===== src/sv/oat_pkg.sv =====
package oat_pkg;

  // table geometry (capacity must be a power of two)
  localparam int CAPACITY = 256;
  localparam int IDX_W    = $clog2(CAPACITY);
  localparam int FILL_W   = $clog2(CAPACITY + 1);

  // word field widths
  localparam int KIND_W  = 2;
  localparam int KEY_W   = 32;
  localparam int HASH_W  = 32;
  localparam int VALUE_W = 64;
  localparam int LIMIT_W = 9;

  // configuration
  localparam logic [LIMIT_W-1:0] LOAD_LIMIT_RESET = LIMIT_W'(192);

  // operation codes
  localparam logic [KIND_W-1:0] KIND_GET = 2'd0;
  localparam logic [KIND_W-1:0] KIND_SET = 2'd1;
  localparam logic [KIND_W-1:0] KIND_DEL = 2'd2;

  // sequencer states
  typedef enum logic [2:0] {
    ST_IDLE,
    ST_RD,
    ST_CMP,
    ST_COMMIT,
    ST_RESP
  } oat_state_t;

  // request from the sequencer to the slot store
  typedef struct packed {
    logic             rd;
    logic             put;
    logic             kill;
    logic [IDX_W-1:0] addr;
  } slot_req_t;

  // registered slot contents returned by the store
  typedef struct packed {
    logic               used;
    logic               tomb;
    logic [KEY_W-1:0]   key;
    logic [VALUE_W-1:0] value;
  } slot_rsp_t;

endpackage


===== src/sv/oat_ctrl.sv =====
module oat_ctrl (
  input  logic                        clk,
  input  logic                        rst_n,
  // input word
  input  logic                        in_valid,
  output logic                        in_ready,
  input  logic [oat_pkg::KIND_W-1:0]  in_kind,
  input  logic [oat_pkg::KEY_W-1:0]   in_key,
  input  logic [oat_pkg::HASH_W-1:0]  in_hash,
  input  logic [oat_pkg::VALUE_W-1:0] in_value,
  input  logic [oat_pkg::LIMIT_W-1:0] load_limit,
  // slot store
  output oat_pkg::slot_req_t          req,
  output logic [oat_pkg::KEY_W-1:0]   wr_key,
  output logic [oat_pkg::VALUE_W-1:0] wr_value,
  input  oat_pkg::slot_rsp_t          rsp,
  // result word
  output logic                        out_valid,
  input  logic                        out_ready,
  output logic                        out_hit,
  output logic [oat_pkg::VALUE_W-1:0] out_value,
  output logic                        out_status
);
  import oat_pkg::*;

  oat_state_t state_r, state_nxt;

  logic [KIND_W-1:0]  kind_r;
  logic [KEY_W-1:0]   key_r;
  logic [VALUE_W-1:0] value_r;
  logic [IDX_W-1:0]   pos_r;
  logic [IDX_W-1:0]   probe_cnt_r;
  logic               have_tomb_r;
  logic [IDX_W-1:0]   tomb_pos_r;
  logic [IDX_W-1:0]   where_r;
  logic               was_used_r;
  logic               grow_r;
  logic [FILL_W-1:0]  fill_r;
  logic               hit_r;
  logic [VALUE_W-1:0] rd_value_r;
  logic               status_r;

  logic               accept;
  logic               empty_tbl;
  logic               over_limit;
  logic               early_end;
  logic               match;
  logic               is_empty;
  logic               is_tomb;
  logic               last;
  logic               tomb_seen;
  logic [IDX_W-1:0]   tomb_at;
  logic               cmp_hit_get;
  logic               cmp_commit;
  logic               cmp_fail_set;
  logic               cmp_end;
  logic [IDX_W-1:0]   commit_addr;
  logic [IDX_W-1:0]   pos_next;

  assign accept = in_valid && in_ready;

  // checks made at accept time
  always_comb begin
    empty_tbl  = (fill_r == '0);
    over_limit = ({1'b0, fill_r} + (FILL_W + 1)'(1)) > (FILL_W + 1)'(load_limit);
    case (in_kind)
      KIND_GET: early_end = empty_tbl;
      KIND_SET: early_end = over_limit;
      KIND_DEL: early_end = empty_tbl;
      default:  early_end = 1'b1;
    endcase
  end

  // shared slot compare
  always_comb begin
    match     = rsp.used && (rsp.key == key_r);
    is_empty  = !rsp.used && !rsp.tomb;
    is_tomb   = !rsp.used && rsp.tomb;
    last      = (probe_cnt_r == IDX_W'(CAPACITY - 1));
    tomb_seen = have_tomb_r || is_tomb;
    tomb_at   = have_tomb_r ? tomb_pos_r : pos_r;
    cmp_hit_get  = match && (kind_r == KIND_GET);
    cmp_commit   = ((kind_r == KIND_SET) && (match || is_empty || (last && tomb_seen))) ||
                   ((kind_r == KIND_DEL) && match);
    cmp_fail_set = (kind_r == KIND_SET) && !match && !is_empty && last && !tomb_seen;
    cmp_end      = match || is_empty || last;
    commit_addr  = match ? pos_r : tomb_at;
    pos_next     = (pos_r == IDX_W'(CAPACITY - 1)) ? '0 : pos_r + 1'b1;
  end

  // next state
  always_comb begin
    state_nxt = state_r;
    case (state_r)
      ST_IDLE: begin
        if (accept) begin
          state_nxt = early_end ? ST_RESP : ST_RD;
        end
      end
      ST_RD: begin
        state_nxt = ST_CMP;
      end
      ST_CMP: begin
        if (cmp_commit) begin
          state_nxt = ST_COMMIT;
        end else if (cmp_end) begin
          state_nxt = ST_RESP;
        end else begin
          state_nxt = ST_RD;
        end
      end
      ST_COMMIT: begin
        state_nxt = ST_RESP;
      end
      ST_RESP: begin
        if (out_ready) begin
          state_nxt = ST_IDLE;
        end
      end
      default: state_nxt = ST_IDLE;
    endcase
  end

  // outputs and store requests
  always_comb begin
    in_ready  = (state_r == ST_IDLE);
    out_valid = (state_r == ST_RESP);
    req.rd    = (state_r == ST_RD);
    req.put   = (state_r == ST_COMMIT) && (kind_r == KIND_SET);
    req.kill  = (state_r == ST_COMMIT) && (kind_r == KIND_DEL);
    req.addr  = (state_r == ST_COMMIT) ? where_r : pos_r;
  end

  assign wr_key     = key_r;
  assign wr_value   = value_r;
  assign out_hit    = hit_r;
  assign out_value  = rd_value_r;
  assign out_status = status_r;

  // control state
  always_ff @(posedge clk) begin
    if (!rst_n) begin
      state_r <= ST_IDLE;
      fill_r  <= '0;
    end else begin
      state_r <= state_nxt;
      if ((state_r == ST_COMMIT) && (kind_r == KIND_SET) && grow_r) begin
        fill_r <= fill_r + 1'b1;
      end
    end
  end

  // probe datapath
  always_ff @(posedge clk) begin
    case (state_r)
      ST_IDLE: begin
        if (accept) begin
          kind_r      <= in_kind;
          key_r       <= in_key;
          value_r     <= in_value;
          pos_r       <= IDX_W'(in_hash % CAPACITY);
          probe_cnt_r <= '0;
          have_tomb_r <= 1'b0;
          hit_r       <= 1'b0;
          rd_value_r  <= '0;
          status_r    <= (in_kind == KIND_SET) && over_limit;
        end
      end
      ST_CMP: begin
        if (is_tomb && !have_tomb_r) begin
          have_tomb_r <= 1'b1;
          tomb_pos_r  <= pos_r;
        end
        if (cmp_hit_get) begin
          hit_r      <= 1'b1;
          rd_value_r <= rsp.value;
        end
        if (cmp_fail_set) begin
          status_r <= 1'b1;
        end
        where_r    <= commit_addr;
        was_used_r <= match;
        grow_r     <= is_empty && !have_tomb_r;
        if (!cmp_end) begin
          pos_r       <= pos_next;
          probe_cnt_r <= probe_cnt_r + 1'b1;
        end
      end
      ST_COMMIT: begin
        if (kind_r == KIND_SET) begin
          hit_r <= !was_used_r;
        end else begin
          hit_r <= 1'b1;
        end
      end
      default: begin
      end
    endcase
  end

endmodule


===== config.mk =====
export PLATFORM = sky130hd
export DESIGN_NAME = oat_ctrl
export DESIGN_NICKNAME = d
export VERILOG_FILES = /design/src/sv/oat_pkg.sv /design/src/sv/oat_ctrl.sv
export SDC_FILE = /design/constraint.sdc
export NUM_CORES = 1
export LEC_CHECK = 0
export BUFFER_PORTS_ARGS = -buffer_cell sky130_fd_sc_hd__buf_2
export CORE_AREA = 2 2 182 140
export DETAILED_ROUTE_END_ITERATION = 6
export DIE_AREA = 0 0 184 142
export PLACE_DENSITY_LB_ADDON = 0.05
export SLEW_MARGIN = 0
export SYNTH_ARGS = -nofsm -noshare
export SYNTH_HDL_FRONTEND = slang
export SYNTH_SLANG_ARGS = --single-unit

===== constraint.sdc =====
create_clock -name clk -period 12.6 [get_ports clk]
set_input_delay 0.63 -clock clk [delete_from_list [all_inputs] [get_ports clk]]
set_output_delay 0.63 -clock clk [all_outputs]
set_load 0.1 [all_outputs]

[Word level (Yosys, flattened, before mapping)]
Cells that the tools add are included.
Storage, ports and cells
  register bits after elaboration: 211
  logic and storage cells: 111
Operators by class
  $add $sub $neg: 4
  magnitude comparators: 1
  eq/ne operators: 17
  muxes and demuxes: 29
  reductions and logical operators: 45
Operator list (number)
  2-to-1 mux 64 bit: 2
  one-hot mux 64 bit (2 select lines): 1
  2-to-1 mux 8 bit: 8
  equality test 32 bit: 1
  one-hot mux 8 bit (2 select lines): 2
  logical AND 1 bit: 18
  adder 8 x 1 -> 8 bit, second input constant: 2
  equality test 8 bit, second input constant: 2
  2-to-1 mux 3 bit: 5
  one-hot mux 3 bit (5 select lines): 1
  AND reduction 3 bit: 5
  adder 9 x 1 -> 10 bit, second input constant: 1
  > comparator 10 x 9 -> 1 bit: 1
  adder 9 x 1 -> 9 bit, second input constant: 1
  logical NOT 9 bit: 1
  inequality test 2 bit, second input constant: 4
  logical NOT 1 bit: 7
  equality test 3 x 2 -> 1 bit, second input constant: 2
  2-to-1 mux 1 bit: 6
  one-hot mux 1 bit (2 select lines): 3
  AND reduction 2 bit: 3
  logical OR 1 bit: 5
  equality test 2 x 1 -> 1 bit, second input constant: 2
  equality test 2 bit, second input constant: 2
  other kinds (9): 11

[Longest topological paths before layout]
Gate-level depths: netlist of run 1.
  depth in word-level cells: 9
  mapped depth: 13

[Least setup slack after synthesis of run 1]
OpenSTA, ideal clock, no wires.
  path kind: reg2reg
  from: register state_r[0]
  to: register rd_value_r[0], in the netlist out_value[0] (enable)
  setup time: 421 ps
  arrival: 6254 ps
  required time: 12179 ps
  path slack: 5925 ps
  cell stages (with the launch flop): 5
  buffers on the path: 0
  clock period less this slack: 6675 ps
  path through: dfxtp_1 nor3_1 nand2_1 inv_1 a21o_1
Between the ends
  cells in the longest elaborated chain, start to end: 4
Ends and longest elaborated chain
  from (decl): RTL line oat_ctrl.sv:26  | oat_state_t state_r, state_nxt;
  from (signal assigned): RTL line oat_ctrl.sv:146  | state_r <= state_nxt;
  logical NOT 3 bit *: RTL line oat_ctrl.sv:126  | in_ready = (state_r == ST_IDLE);
  named net in_ready: RTL line oat_ctrl.sv:6  | output logic in_ready,
  logical AND 1 bit: RTL line oat_ctrl.sv:60  | assign accept = in_valid && in_ready;
  inequality test 2 x 1 -> 1 bit (no line)
  AND reduction 3 bit (no line) *
  to (signal assigned): RTL line oat_ctrl.sv:176  | rd_value_r <= rsp.value;
  to (decl): RTL line oat_ctrl.sv:40  | logic [VALUE_W-1:0] rd_value_r;
Mark *: on every way through the listed nets, which the timed path passes. The rest lies on a longest branch.
A chain may end at the register's enable or synchronous reset.

[Worst setup path in the final report of run 1]
  from: register key_r[8], in the netlist wr_key[8]
  to: register rd_value_r[23], in the netlist out_value[23] (enable)
Between the ends
  cells in the longest elaborated chain, start to end: 5
Ends and longest elaborated chain
  from (decl): RTL line oat_ctrl.sv:29  | logic [KEY_W-1:0] key_r;
  from (signal assigned): RTL line oat_ctrl.sv:159  | key_r <= in_key;
  equality test 32 bit: RTL line oat_ctrl.sv:76  | match = rsp.used && (rsp.key == key_r);
  logical AND 1 bit: RTL line oat_ctrl.sv:76
  logical AND 1 bit: RTL line oat_ctrl.sv:82  | cmp_hit_get = match && (kind_r == KIND_GET);
  inequality test 2 bit (no line)
  AND reduction 3 bit (no line)
Every way passes these cells.

==> metrics list, run 1 <==
- The hold violation total from the final report was 0.
- Leaving out filler cells and counting taps, the final layout contains 1,289.
* Sequential area share after synthesis: 73.9%
- Maximum achievable frequency: 300 MHz
- Critical path required time: 12.72 ns
- After synthesis, the share of flip-flops with an asynchronous set or reset is 0%.
* Type of the tightest min-delay check: in2reg
- Placement Rows: 50
- TNS Setup: 0 ns
* GRT Overall Usage: 17.0%
- Gates resized during post-CTS repair numbered 0.
- The worst setup path is of the reg2reg kind.
- The initial antenna violation count came to 15.
- Number of warnings printed during yosys synthesis: 0
- edfxtp_1 takes more of the synthesized area than any other cell.
- Yosys mapped the design onto 41 distinct sky130hd cell types.
- Most numerous cell types in the synthesized netlist: edfxtp_1 (199), and2_1 (71), nand2_1 (40), xnor2_1 (29), xor2_1 (26)
- Min cycle time layout: 3.34 ns
- Clock latency on the worst-skew pair, taken at its later pin, is 0.51 ns.
- RSZ-0062 raised after global routing: no
* Number of levels in the clock H-tree: 1
* Detailed router's first-iteration violation count: 306
- Compared with the post-synthesis result, the final layout area differs by 35.9%.
* Fin crit share: 26.5%
- Dividing the detail-routed wire length by the instance count gives 18.0 um.
- Each instance of the synthesized netlist takes up on average 15.4 sq um.
- Hold buffer count at cts: 0
* Post-synth EDFFs: 199
- Power Dens Cells: 162 mW/mm^2
- Once placement finished, the instance area stood at 0.0108 sq mm.
- Buffers placed on the I/O ports in this run total 391.
* Boundary pin count: 416
- After clock tree synthesis, the clock-pin slew on the worst setup and hold paths is 0.06 ns.
- Summed over all nets, wire length on met2 after detailed routing comes to 11.4 mm.
* Peak supply drop: 0.120 mV
* Count of clock tree sinks: 211
- Final setup violation count: 0
- Count of vias placed by the detailed router: 5,730
- Delay of the slowest cell on the worst path: 0.62 ns
* Type of element capturing the critical path: register
* Number of instances in the placed design: 1,244
* Placer's final routability congestion estimate: 0.828
- Synthesized Nets: 801
- Top Layer Used: met5
* PnR Total Power: 1.85 mW
* Aggregate global routing overflow: 0
* Cells traversed along the worst timing path: xnor2_1 -> nand4_1 -> or4_1 -> or4_4 -> nor3_2 -> a21o_2 -> buf_4
- CTS tree: yes
- For the pin with the worst max-slew slack, the measured transition is 0.942 ns.
- The clock passes through at most 3 buffers.
- Remaining design rule violation count: 0
* Summed instance area of the synthesized netlist: 0.00841 sq mm
* Arrival time at the worst endpoint: 3.46 ns
- Along the worst path, the maximum fanout reaches 64.
* Clock root cell: clkbuf_16
- Filler cell count in the final layout: 2,300
- Timing analysis after detailed placement gives a worst setup slack of 8.92 ns.
- X dimension of the die: 184 um
* Final number of max-transition violations: 0
- Global-route wire length before repair: 33.1 mm
- Cells after synthesis: 547
- Remaining antenna violation count after routing: 0
* Largest cells by area after synthesis: edfxtp_1 (71%), and2_1 (5.3%), xnor2_1 (3.0%)
- Layout cells sized above 1: 46.1%
* Initial core utilization: 34.5%
- Total die area: 0.0261 sq mm
- Detailed Routing Iterations Pass 1: 4
- For this run, the post-layout net count is 1,211.
- For this block, wires on met1 add up to 8.98 mm.
- The run finished with clean final reports.
- Setup Buffers After CTS: 0
- Across the run, the number of max-cap violations was 0.
- Worst-path cell with the longest stage delay: buf_4
- Clock tree synthesis inserted a total of 23 buffers.
* Number of vias per cell after detailed routing: 4.45
* Count of state elements after synthesis: 211
- Summing all non-filler instances in the final layout gives an area of 0.0114 sq mm.
- Detailed placement finished with a half-perimeter wire length of 17.6 mm.
- The via count of the first global-routing pass is 5,518.
* Remaining max-slew budget at the tightest pin: 37.2%
* Commonest register cell after synthesis: edfxtp_1
- Met3 WL: 2.02 mm
- Top-area cell type share of the netlist area: 71.1%
* Wire length after detailed routing: 23.2 mm
* Die Height: 142 um
* Most common cell in the synthesized netlist: edfxtp_1
- Across the routed clock network, the largest skew measured is 0.0161 ns.
- Entering global routing, the biggest net connects 80 pins.
* Leakage Power: 4.88 nW
* Critical path launch point type: register
* Setup slack after layout: 9.26 ns
* Core box area: 0.0244 sq mm
## path summary, 6_finish.rpt
kind,from,end,slack (ns),cells after the start
setup / recovery,wr_key[8],out_value[23],9.26,7
hold / removal,in_key[24],wr_key[24],0.29,1
setup reg to reg,wr_key[8],out_value[23],9.26,7
hold reg to reg,fill_r[1],fill_r[1],0.50,2
## sequential cells by signal (all words and copies together) (netlist names), 8 cells and up
signal,count
wr_key,32
fill_r,9
wr_value,64
pos_r,8
where_r,8
probe_cnt_r,8
out_value,64
tomb_pos_r,8
## metrics by stage
stage	util, %	hold WS [ns]
after floorplan	-	0.469
after global placement	44.1	0.490
after detailed placement	44.1	0.497
after CTS	46.8	0.272
after global routing	46.8	0.275
final	46.8	0.291
## layout by cell type, fill, tap and decap left out, types with 2 or more instances in the layout
cell / count
buf_2: 391
edfxtp_1: 199
and2_1: 71
nand2_1: 40
xnor2_1: 29
xor2_1: 26
clkbuf_16: 23
nor2_1: 16
mux2_2: 16
nand3_1: 15
o21ai_0: 14
ha_1: 13
inv_1: 12
dfxtp_1: 12
clkinv_1: 8
a21oi_1: 7
diode_2: 6
nand2b_1: 6
nor4_1: 6
buf_4: 6
nand4_1: 5
nor3_1: 5
and3_1: 4
nor2b_1: 4
a21boi_0: 4
clkbuf_1: 4
a31oi_1: 3
or3_1: 3
clkinv_2: 3
nor3b_1: 2
a41o_1: 2
## logic make-up (layout without fill, tap and decap cells)
kind of cell	after synthesis	in the layout	synth area share, %
DFF	211	211	73.9
and+or+nand+nor	185	185	12.0
xor gates and xnor gates	55	55	5.73
AOI/OAI and AO/OA	41	41	3.05
buffers and inverters	26	450	1.16
muxes	16	16	2.14
adders and majority gates	13	13	1.93
other	0	6	0
## power breakdown
group          switching (mW)  leakage (nW)  internal [mW]  total, mW
clock                   0.265         0.317          0.332      0.596
sequential             0.0169          2.03          0.820      0.837
combinational           0.352          2.53         0.0678      0.420
total                   0.633          4.88           1.22       1.85
## layer usage
layer	track usage [%]	vias to the layer above
met5	0	-
li1	-	2831
met3	6.91	56
met1	20.4	2617
met2	28.2	208
met4	5.14	18
## final cells by class
type	count	area (sq um)	area share [%]
Tap cell	312	390	3.42
Clock buffer	27	591	5.17
Antenna cell	6	15.0	0.131
Multi-Input combinational cell	310	2100	18.4
Sequential cell	211	6220	54.4
Timing Repair Buffer	397	2000	17.5
Inverter	14	55.1	0.482
Clock inverter	12	53.8	0.471
## critical path: cells and delay by family, from the launching register on
kind	cells	cell delay, ns
DFF	1	0.41
buffers and inverters	1	0.62
and+or+nand+nor	4	1.51
AOI/OAI and AO/OA	1	0.16
xor gates and xnor gates	1	0.17
No activity file was read; power rests on OpenSTA's default activity.
==> run 2, diff against run 1 <==
==> constraint.sdc (replaced) <==
create_clock -name clk -period 3.3 [get_ports clk]
set_input_delay 0.165 -clock clk [delete_from_list [all_inputs] [get_ports clk]]
set_output_delay 0.165 -clock clk [all_outputs]
set_load 0.1 [all_outputs]
==> metrics list, run 2 (synthesized netlist as in run 1, its figures left out) <==
- The peak ir drop on the vdd network is 0.474 mV (+290%).
- Buffers & Inverters on Critical Path: 1 (unchanged)
- Final number of max-transition violations: 0 (unchanged)
- The number of placement rows was 50 (unchanged).
- RSZ-0062 raised after global routing: no
* Switching share of power: 33.2% (-0.95 points)
- The area of the core was 0.0244 sq mm (unchanged).
* CTS tree: yes
* Maximum fanout along the worst path: 35 (-45%)
* Wirelength per Cell: 17.4 um (-3.3%)
* Via count of the first global-routing pass: 6,564 (+19%)
- Type of element capturing the critical path: register
- The final critical-path required period was 2.91 ns (-0.428 ns).
* Maximum number of pins on one net before global-route repair: 97 (+21%)
* Die Height: 142 um (unchanged)
* Type of the tightest min-delay check: in2reg
* Count of final hold-check violations: 0 (unchanged)
- The switching power summed over all nets is 2.50 mW (+290%).
* Placer's final routability congestion estimate: 0.786 (-5.1%)
* Initial antenna violation count: 7 (-8)
* TNS Setup: 0 ns (unchanged)
- Max Cap Violations: 0 (unchanged)
- Worst Skew: 0.0214 ns (+0.00532 ns)
- Layout cells sized above 1: 40.1% (-6.0 points)
- Remaining design rule violation count: 0 (unchanged)
- Filler cell count in the final layout: 2,138 (-7.0%)
* Part of the power in the clock network: 33.7% (+1.5 points)
* Delay of the slowest cell on the worst path: 0.59 ns (-0.03 ns)
* Startpoint-to-endpoint class of the critical path: reg2reg
- Worst Reg-to-Reg Cells: 7 (unchanged)
- Detailed router's first-iteration violation count: 195 (-36%)
- Final setup violation count: 0 (unchanged)
* Most frequent cells in the layout: buf_2 (391), edfxtp_1 (199), dlygate4sd3_1 (171), and2_1 (71), nand2_1 (39)
- The fmax was 344 MHz (+15%).
- Traced cell by cell, the critical path runs through xnor2_1 -> nand4_1 -> or4_1 -> or4_4 -> nor3_2 -> a21o_2 -> buf_12.
- Leaving out fill and tap cells, the most frequent cell in the layout is buf_2.
- Critical path launch point type: register
* Remaining max-slew budget at the tightest pin: 62.1% (+25 points)
* Arrival time at the worst endpoint: 3.10 ns (-0.36 ns)
* Detailed Routing Iterations Pass 1: 4 (unchanged)
* Count of vias placed by the detailed router: 6,404 (+12%)
- The minimum setup slack after placement came to 0.348 ns (-8.57 ns).
- The static power due to leakage was 5.66 nW (+16%).
- The total clock sinks is 211 (unchanged).
- Critical path required time: 3.49 ns (-9.23 ns)
* Top Family by Delay on Critical Path: simple AND/OR/NAND/NOR gates
- The relative contribution of sequential cells to total power came to 42.5% (-2.7 points).
- The insertion delay of the later-clocked pin in the worst-skew pair came to 0.52 ns (about the same).
- The worst setup slack after layout came to 0.390 ns (-8.87 ns).
- Number of vias per cell after detailed routing: 4.38 (-1.4%)
- # resized after CTS: 0 (unchanged)
* Power Dens Cells: 566 mW/mm^2 (+250%)
* Maximum count of clock buffers along a single path: 3 (unchanged)
- Layout net count: 1,385 (+14%)
* Combinational power share: 23.8% (+1.2 points)
- From synthesis to final layout, the design area changed by 58.1%.
- The half-perimeter wire length after placement was 18.3 mm (+4.0%).
- The residual overflow from global routing was 0 (unchanged).
* Fin crit share: 88.2% (+62 points)
- The I/O pin total came to 416 (unchanged).
- The global-route wire length before repair came to 37.3 mm (+13%).
* Outcome: completed
- Among all stages on the critical path, the largest delay is contributed by or4_1.
- The effective utilization at floorplan is 34.5% (unchanged).
* Remaining antenna violation count after routing: 0 (unchanged)
* GRT Overall Usage: 18.9% (+1.9 points)
- The number of I/O port buffers came to 391 (unchanged).
- Clock transition time at the flip-flop clock pins of the worst setup and hold paths: 0.06 ns (about the same)
- Total die area: 0.0261 sq mm (unchanged)
- In this run the clock root is driven by a clkbuf_16.
- Wire length after detailed routing: 25.4 mm (+9.6%)
- Number of gates on the worst path with buffers counted: 7 (unchanged)
- The H-tree depth came to 1 (unchanged).
- Slew @ Worst Pin: 0.566 ns (-0.376 ns)
- The CTS buffer count was 24 (+4.3%).
- X dimension of the die: 184 um (unchanged)
- The internal power contribution came to 5.02 mW (+310%).
- Number of stages on the worst hold path: 2 (+1)
## run 2: power by group through the flow
| stage | combinational (mW) | sequential (mW) | clock (mW) |
|---|---|---|---|
| after floorplan | 0.254 | 4.27 | 0 |
| after global placement | 1.64 | 3.25 | 0 |
| after detailed placement | 1.64 | 3.25 | 0 |
| after CTS | 1.80 | 3.20 | 2.61 |
| after global routing | 1.85 | 3.22 | 2.73 |
| final | 1.79 | 3.20 | 2.53 |
## run 2: per-layer routing
layer / part of all wire (%) / global-route usage [%] / wire length (um) / vias up
li1: - / - / - / 3165
met1: 38 / 21.8 / 9740 / 2989
met2: 52 / 33.6 / 13200 / 193
met3: 6.6 / 5.99 / 1690 / 49
met4: 3.0 / 6.19 / 769 / 8
met5: 0.18 / 0 / 46 / -
## run 2: final timing paths
| path | slack (ns) | from | end |
|---|---|---|---|
| min | 0.04 | rst_n | fill_r[1] |
| max | 0.39 | wr_key[12] | out_value[2] |
| max reg2reg | 0.39 | wr_key[12] | out_value[2] |
| min reg2reg | 0.50 | fill_r[1] | fill_r[1] |
## run 2: cell type report
class / instances / area (sq um) / share of cell area [%]
inverters: 14 / 56.3 / 0.424
well taps: 312 / 390 / 2.94
clock inverters: 12 / 121 / 0.913
repair buffers: 570 / 3770 / 28.3
multi-input cells: 310 / 2110 / 15.9
diodes: 3 / 7.51 / 0.0565
clock buffers: 29 / 619 / 4.66
flip-flops and latches: 211 / 6220 / 46.8
## run 2: repair_timing
action | in CTS | in global routing
hold endpoints to repair | 171 | 0
hold buffers | 171 | 0
buffers inserted | 0 | 0
endpoints found under the setup margin | 0 | 0
## run 2: per-stage QoR
step                      hold WS, ns  util (%)  cell area [sq um]  total power, mW  cells
final                          0.0409      54.5              13300             7.53   1461
after global routing           0.0250      54.5              13300             7.80   1458
after CTS                      0.0128      54.5              13300             7.60   1458
after detailed placement        0.343      44.4              10800             4.89   1246
after global placement          0.341      44.4              10800             4.89   1246
after floorplan                 0.264         -               8430             4.53    547
==> run 3, diff against run 2 <==
--- a/config.mk
+++ b/config.mk
@@ -5,10 +5,10 @@
 export SDC_FILE = /design/constraint.sdc
 export NUM_CORES = 1
 export LEC_CHECK = 0
-export BUFFER_PORTS_ARGS = -buffer_cell sky130_fd_sc_hd__buf_2
 export CORE_AREA = 2 2 182 140
 export DETAILED_ROUTE_END_ITERATION = 6
 export DIE_AREA = 0 0 184 142
+export DONT_BUFFER_PORTS = 1
 export PLACE_DENSITY_LB_ADDON = 0.05
 export SLEW_MARGIN = 0
 export SYNTH_ARGS = -nofsm -noshare
==> metrics list, run 3 (synthesized netlist as in run 1, its figures left out) <==
- The flow ran to the end, and the final reports show no timing, DRC or antenna violations.
* PnR Total Power: 7.31 mW (-2.9%)
- Most frequent cells in the layout: edfxtp_1 (199), dlygate4sd3_1 (175), and2_1 (71), nand2_1 (39), buf_4 (39)
* Count of clock tree sinks: 211 (unchanged)
* Initial antenna violation count: 0 (-7)
* GRT Overall Usage: 17.3% (-1.7 points)
- Utilization after layout: 47.9% (-6.6 points)
- Layout net count: 1,033 (-25%)
* Top Family by Delay on Critical Path: simple AND/OR/NAND/NOR gates
- The average wire length per cell after detail routing was 21.2 um (+21%).
* Max Cap Violations: 0 (unchanged)
- The worst setup path is captured at a register.
- The slowest stage of the critical path belongs to the cell or4_4.
- The setup TNS is 0 ns (unchanged).
- Wire length after detailed routing: 23.4 mm (-8.2%)
- From synthesis to final layout, the design area changed by 38.9%.
* Delay of the slowest cell on the worst path: 0.59 ns (about the same)
* Setup slack after layout: 0.397 ns (+0.00683 ns)
- Number of CTS-inserted buffers: 23 (-4.2%)
- Clock transition time at the flip-flop clock pins of the worst setup and hold paths: 0.06 ns (about the same)
* Boundary pin count: 416 (unchanged)
- The arrival time at the worst endpoint is 3.10 ns (about the same).
- Maximum number of pins on one net before global-route repair: 102 (+5.2%)
- Maximum achievable frequency: 344 MHz (+0.24%)
* Number of vias per cell after detailed routing: 4.77 (+8.8%)
- Leakage Power: 4.28 nW (-24%)
* Type of the tightest min-delay check: in2reg
- The residual overflow from global routing is 0 (unchanged).
- The total power density per cell area is 625 mW/mm^2 (+10%).
- The remaining antenna violation count was 0 (unchanged).
* Core box area: 0.0244 sq mm (unchanged)
* CTS tree: yes
- Number of port buffers: 0 (-100%)
- The cell area after layout was 0.0117 sq mm (-12%).
* Maximum fanout along the worst path: 36 (+2.9%)
* Placement Rows: 50 (unchanged)
* Final number of max-transition violations: 0 (unchanged)
- The post-route DRC violation count is 0 (unchanged).
- Placed instance area: 0.00920 sq mm (-15%)
* Cells traversed along the worst timing path: xnor2_1 -> nand4_1 -> or4_1 -> or4_4 -> nor3_2 -> a21o_2 -> buf_12
- The via count of the first global-routing pass came to 5,499 (-16%).
- The hold violation total from the final report was 0 (unchanged).
- The total length of routed met2 wires came to 12.5 mm (-5.5%).
- The first-iteration detailed-routing DRC count came to 245 (+26%).
- Layout cells sized above 1: 14.0% (-26 points)
* Placer's final routability congestion estimate: 0.815 (+3.7%)
- The global-route wire length before repair is 34.0 mm (-9.1%).
- The die width came to 184 um (unchanged).
* Final setup violation count: 0 (unchanged)
- Clock root cell: clkbuf_16
* Die Height: 142 um (unchanged)
* Post-detail-place hpwl: 16.6 mm (-9.3%)
- Worst setup timing slack at the placement stage: 0.358 ns (+0.00963 ns)
- The worst clock skew came to 0.0224 ns (+0.00100 ns).
- Initial core utilization: 34.5% (unchanged)
- Clock Latency Late Sink: 0.52 ns (about the same)
* Wl on met1: 8.56 mm (-12%)
- The total of cells resized after clock tree synthesis was 0 (unchanged).
- The final critical-path required period was 2.90 ns (-0.00683 ns).
* Total die area: 0.0261 sq mm (unchanged)
* Startpoint-to-endpoint class of the critical path: reg2reg
- STA classifies the critical path startpoint as a register.
- The data required time at the worst endpoint was 3.50 ns (about the same).
- The detailed-routed wire length on met3 is 1.60 mm (-5.4%).
- In this run the top signal layer used is met4.
- Slew @ Worst Pin: 1.02 ns (+0.455 ns)
* Most common cell after layout, fill and taps aside: edfxtp_1
- The largest buffer count on any clock path was 3 (unchanged).
- The count of buffering cells on the critical path with inverters included came to 1 (unchanged).
* Peak supply drop: 0.425 mV (-10%)
- The worst-case headroom to the max-slew limit came to 32.0% (-30 points).
- Fin crit share: 88.0% (-0.21 points)
- Detailed Routing Iterations Pass 1: 4 (unchanged)
* Count of vias placed by the detailed router: 5,269 (-18%)
- The H-tree depth is 1 (unchanged).
- The number of diodes added for antenna fixing is 0 (-3).
* RSZ-0062 raised after global routing: no
-- run 3: cell types whose count changed in the layout (fill, tap and decap cells not counted), moves of 2 or more --
cell | previous run | this run
clkbuf_1 | 5 | 1
diode_2 | 3 | 0
buf_2 | 391 | 0
nor2_1 | 16 | 14
buf_4 | 5 | 39
clkinvlp_4 | 1 | 5
dlygate4sd3_1 | 171 | 175
nor2_2 | 0 | 2
-- run 3: final cells by class --
| cell class | count | area, sq um |
|---|---|---|
| Sequential cell | 211 | 6220 |
| Multi-Input combinational cell | 310 | 2130 |
| Inverter | 14 | 56.3 |
| Tap cell | 312 | 390 |
| Clock inverter | 15 | 150 |
| Fill cell | 2135 | 12700 |
| Timing Repair Buffer | 219 | 2160 |
| Clock buffer | 24 | 579 |
-- run 3: through the flow --
stage	instances	hold WS, ns
2_1_floorplan	547	0.264
5_1_grt	1105	0.0246
6_report	1105	0.0310
3_3_place_gp	891	0.264
4_1_cts	1105	0.0126
3_5_place_dp	891	0.264
-- run 3: report_power, final --
group | leakage (nW) | switching, mW | total (mW) | internal, mW
clock | 0.348 | 1.05 | 2.49 | 1.44
sequential | 2.03 | 0.915 | 4.06 | 3.14
combinational | 1.91 | 0.489 | 0.760 | 0.272
total | 4.28 | 2.45 | 7.31 | 4.85
-- run 3: worst paths after layout --
| kind | slack (ns) | start | end | depth (start not counted) |
|---|---|---|---|---|
| worst min-delay path | 0.03 | rsp[97] | tomb_pos_r[3] | 2 |
| worst max register to register | 0.40 | wr_key[12] | out_value[48] | 7 |
| worst max-delay path | 0.40 | wr_key[12] | out_value[48] | 7 |
| worst min register to register | 0.51 | fill_r[1] | fill_r[1] | 2 |
-- run 3: worst reg2reg max path: stages, from the launching register on --
cell,delay (ns)
edfxtp_1,0.41
xnor2_1,0.19
nand4_1,0.16
or4_1,0.58
or4_4,0.59
nor3_2,0.18
a21o_2,0.23
buf_12,0.23
-- run 3: what timing repair did --
item	in CTS	in global routing
hold buffers	175	0
setup endpoints to repair	0	0
hold endpoints to repair	186	0
buffers inserted	0	0
-- run 3: routing by layer --
layer  vias up  track usage (%)
li1       2455                -
met1      2570             19.3
met2       198             31.3
met3        46             5.45
met4         0             5.47
met5         -                0
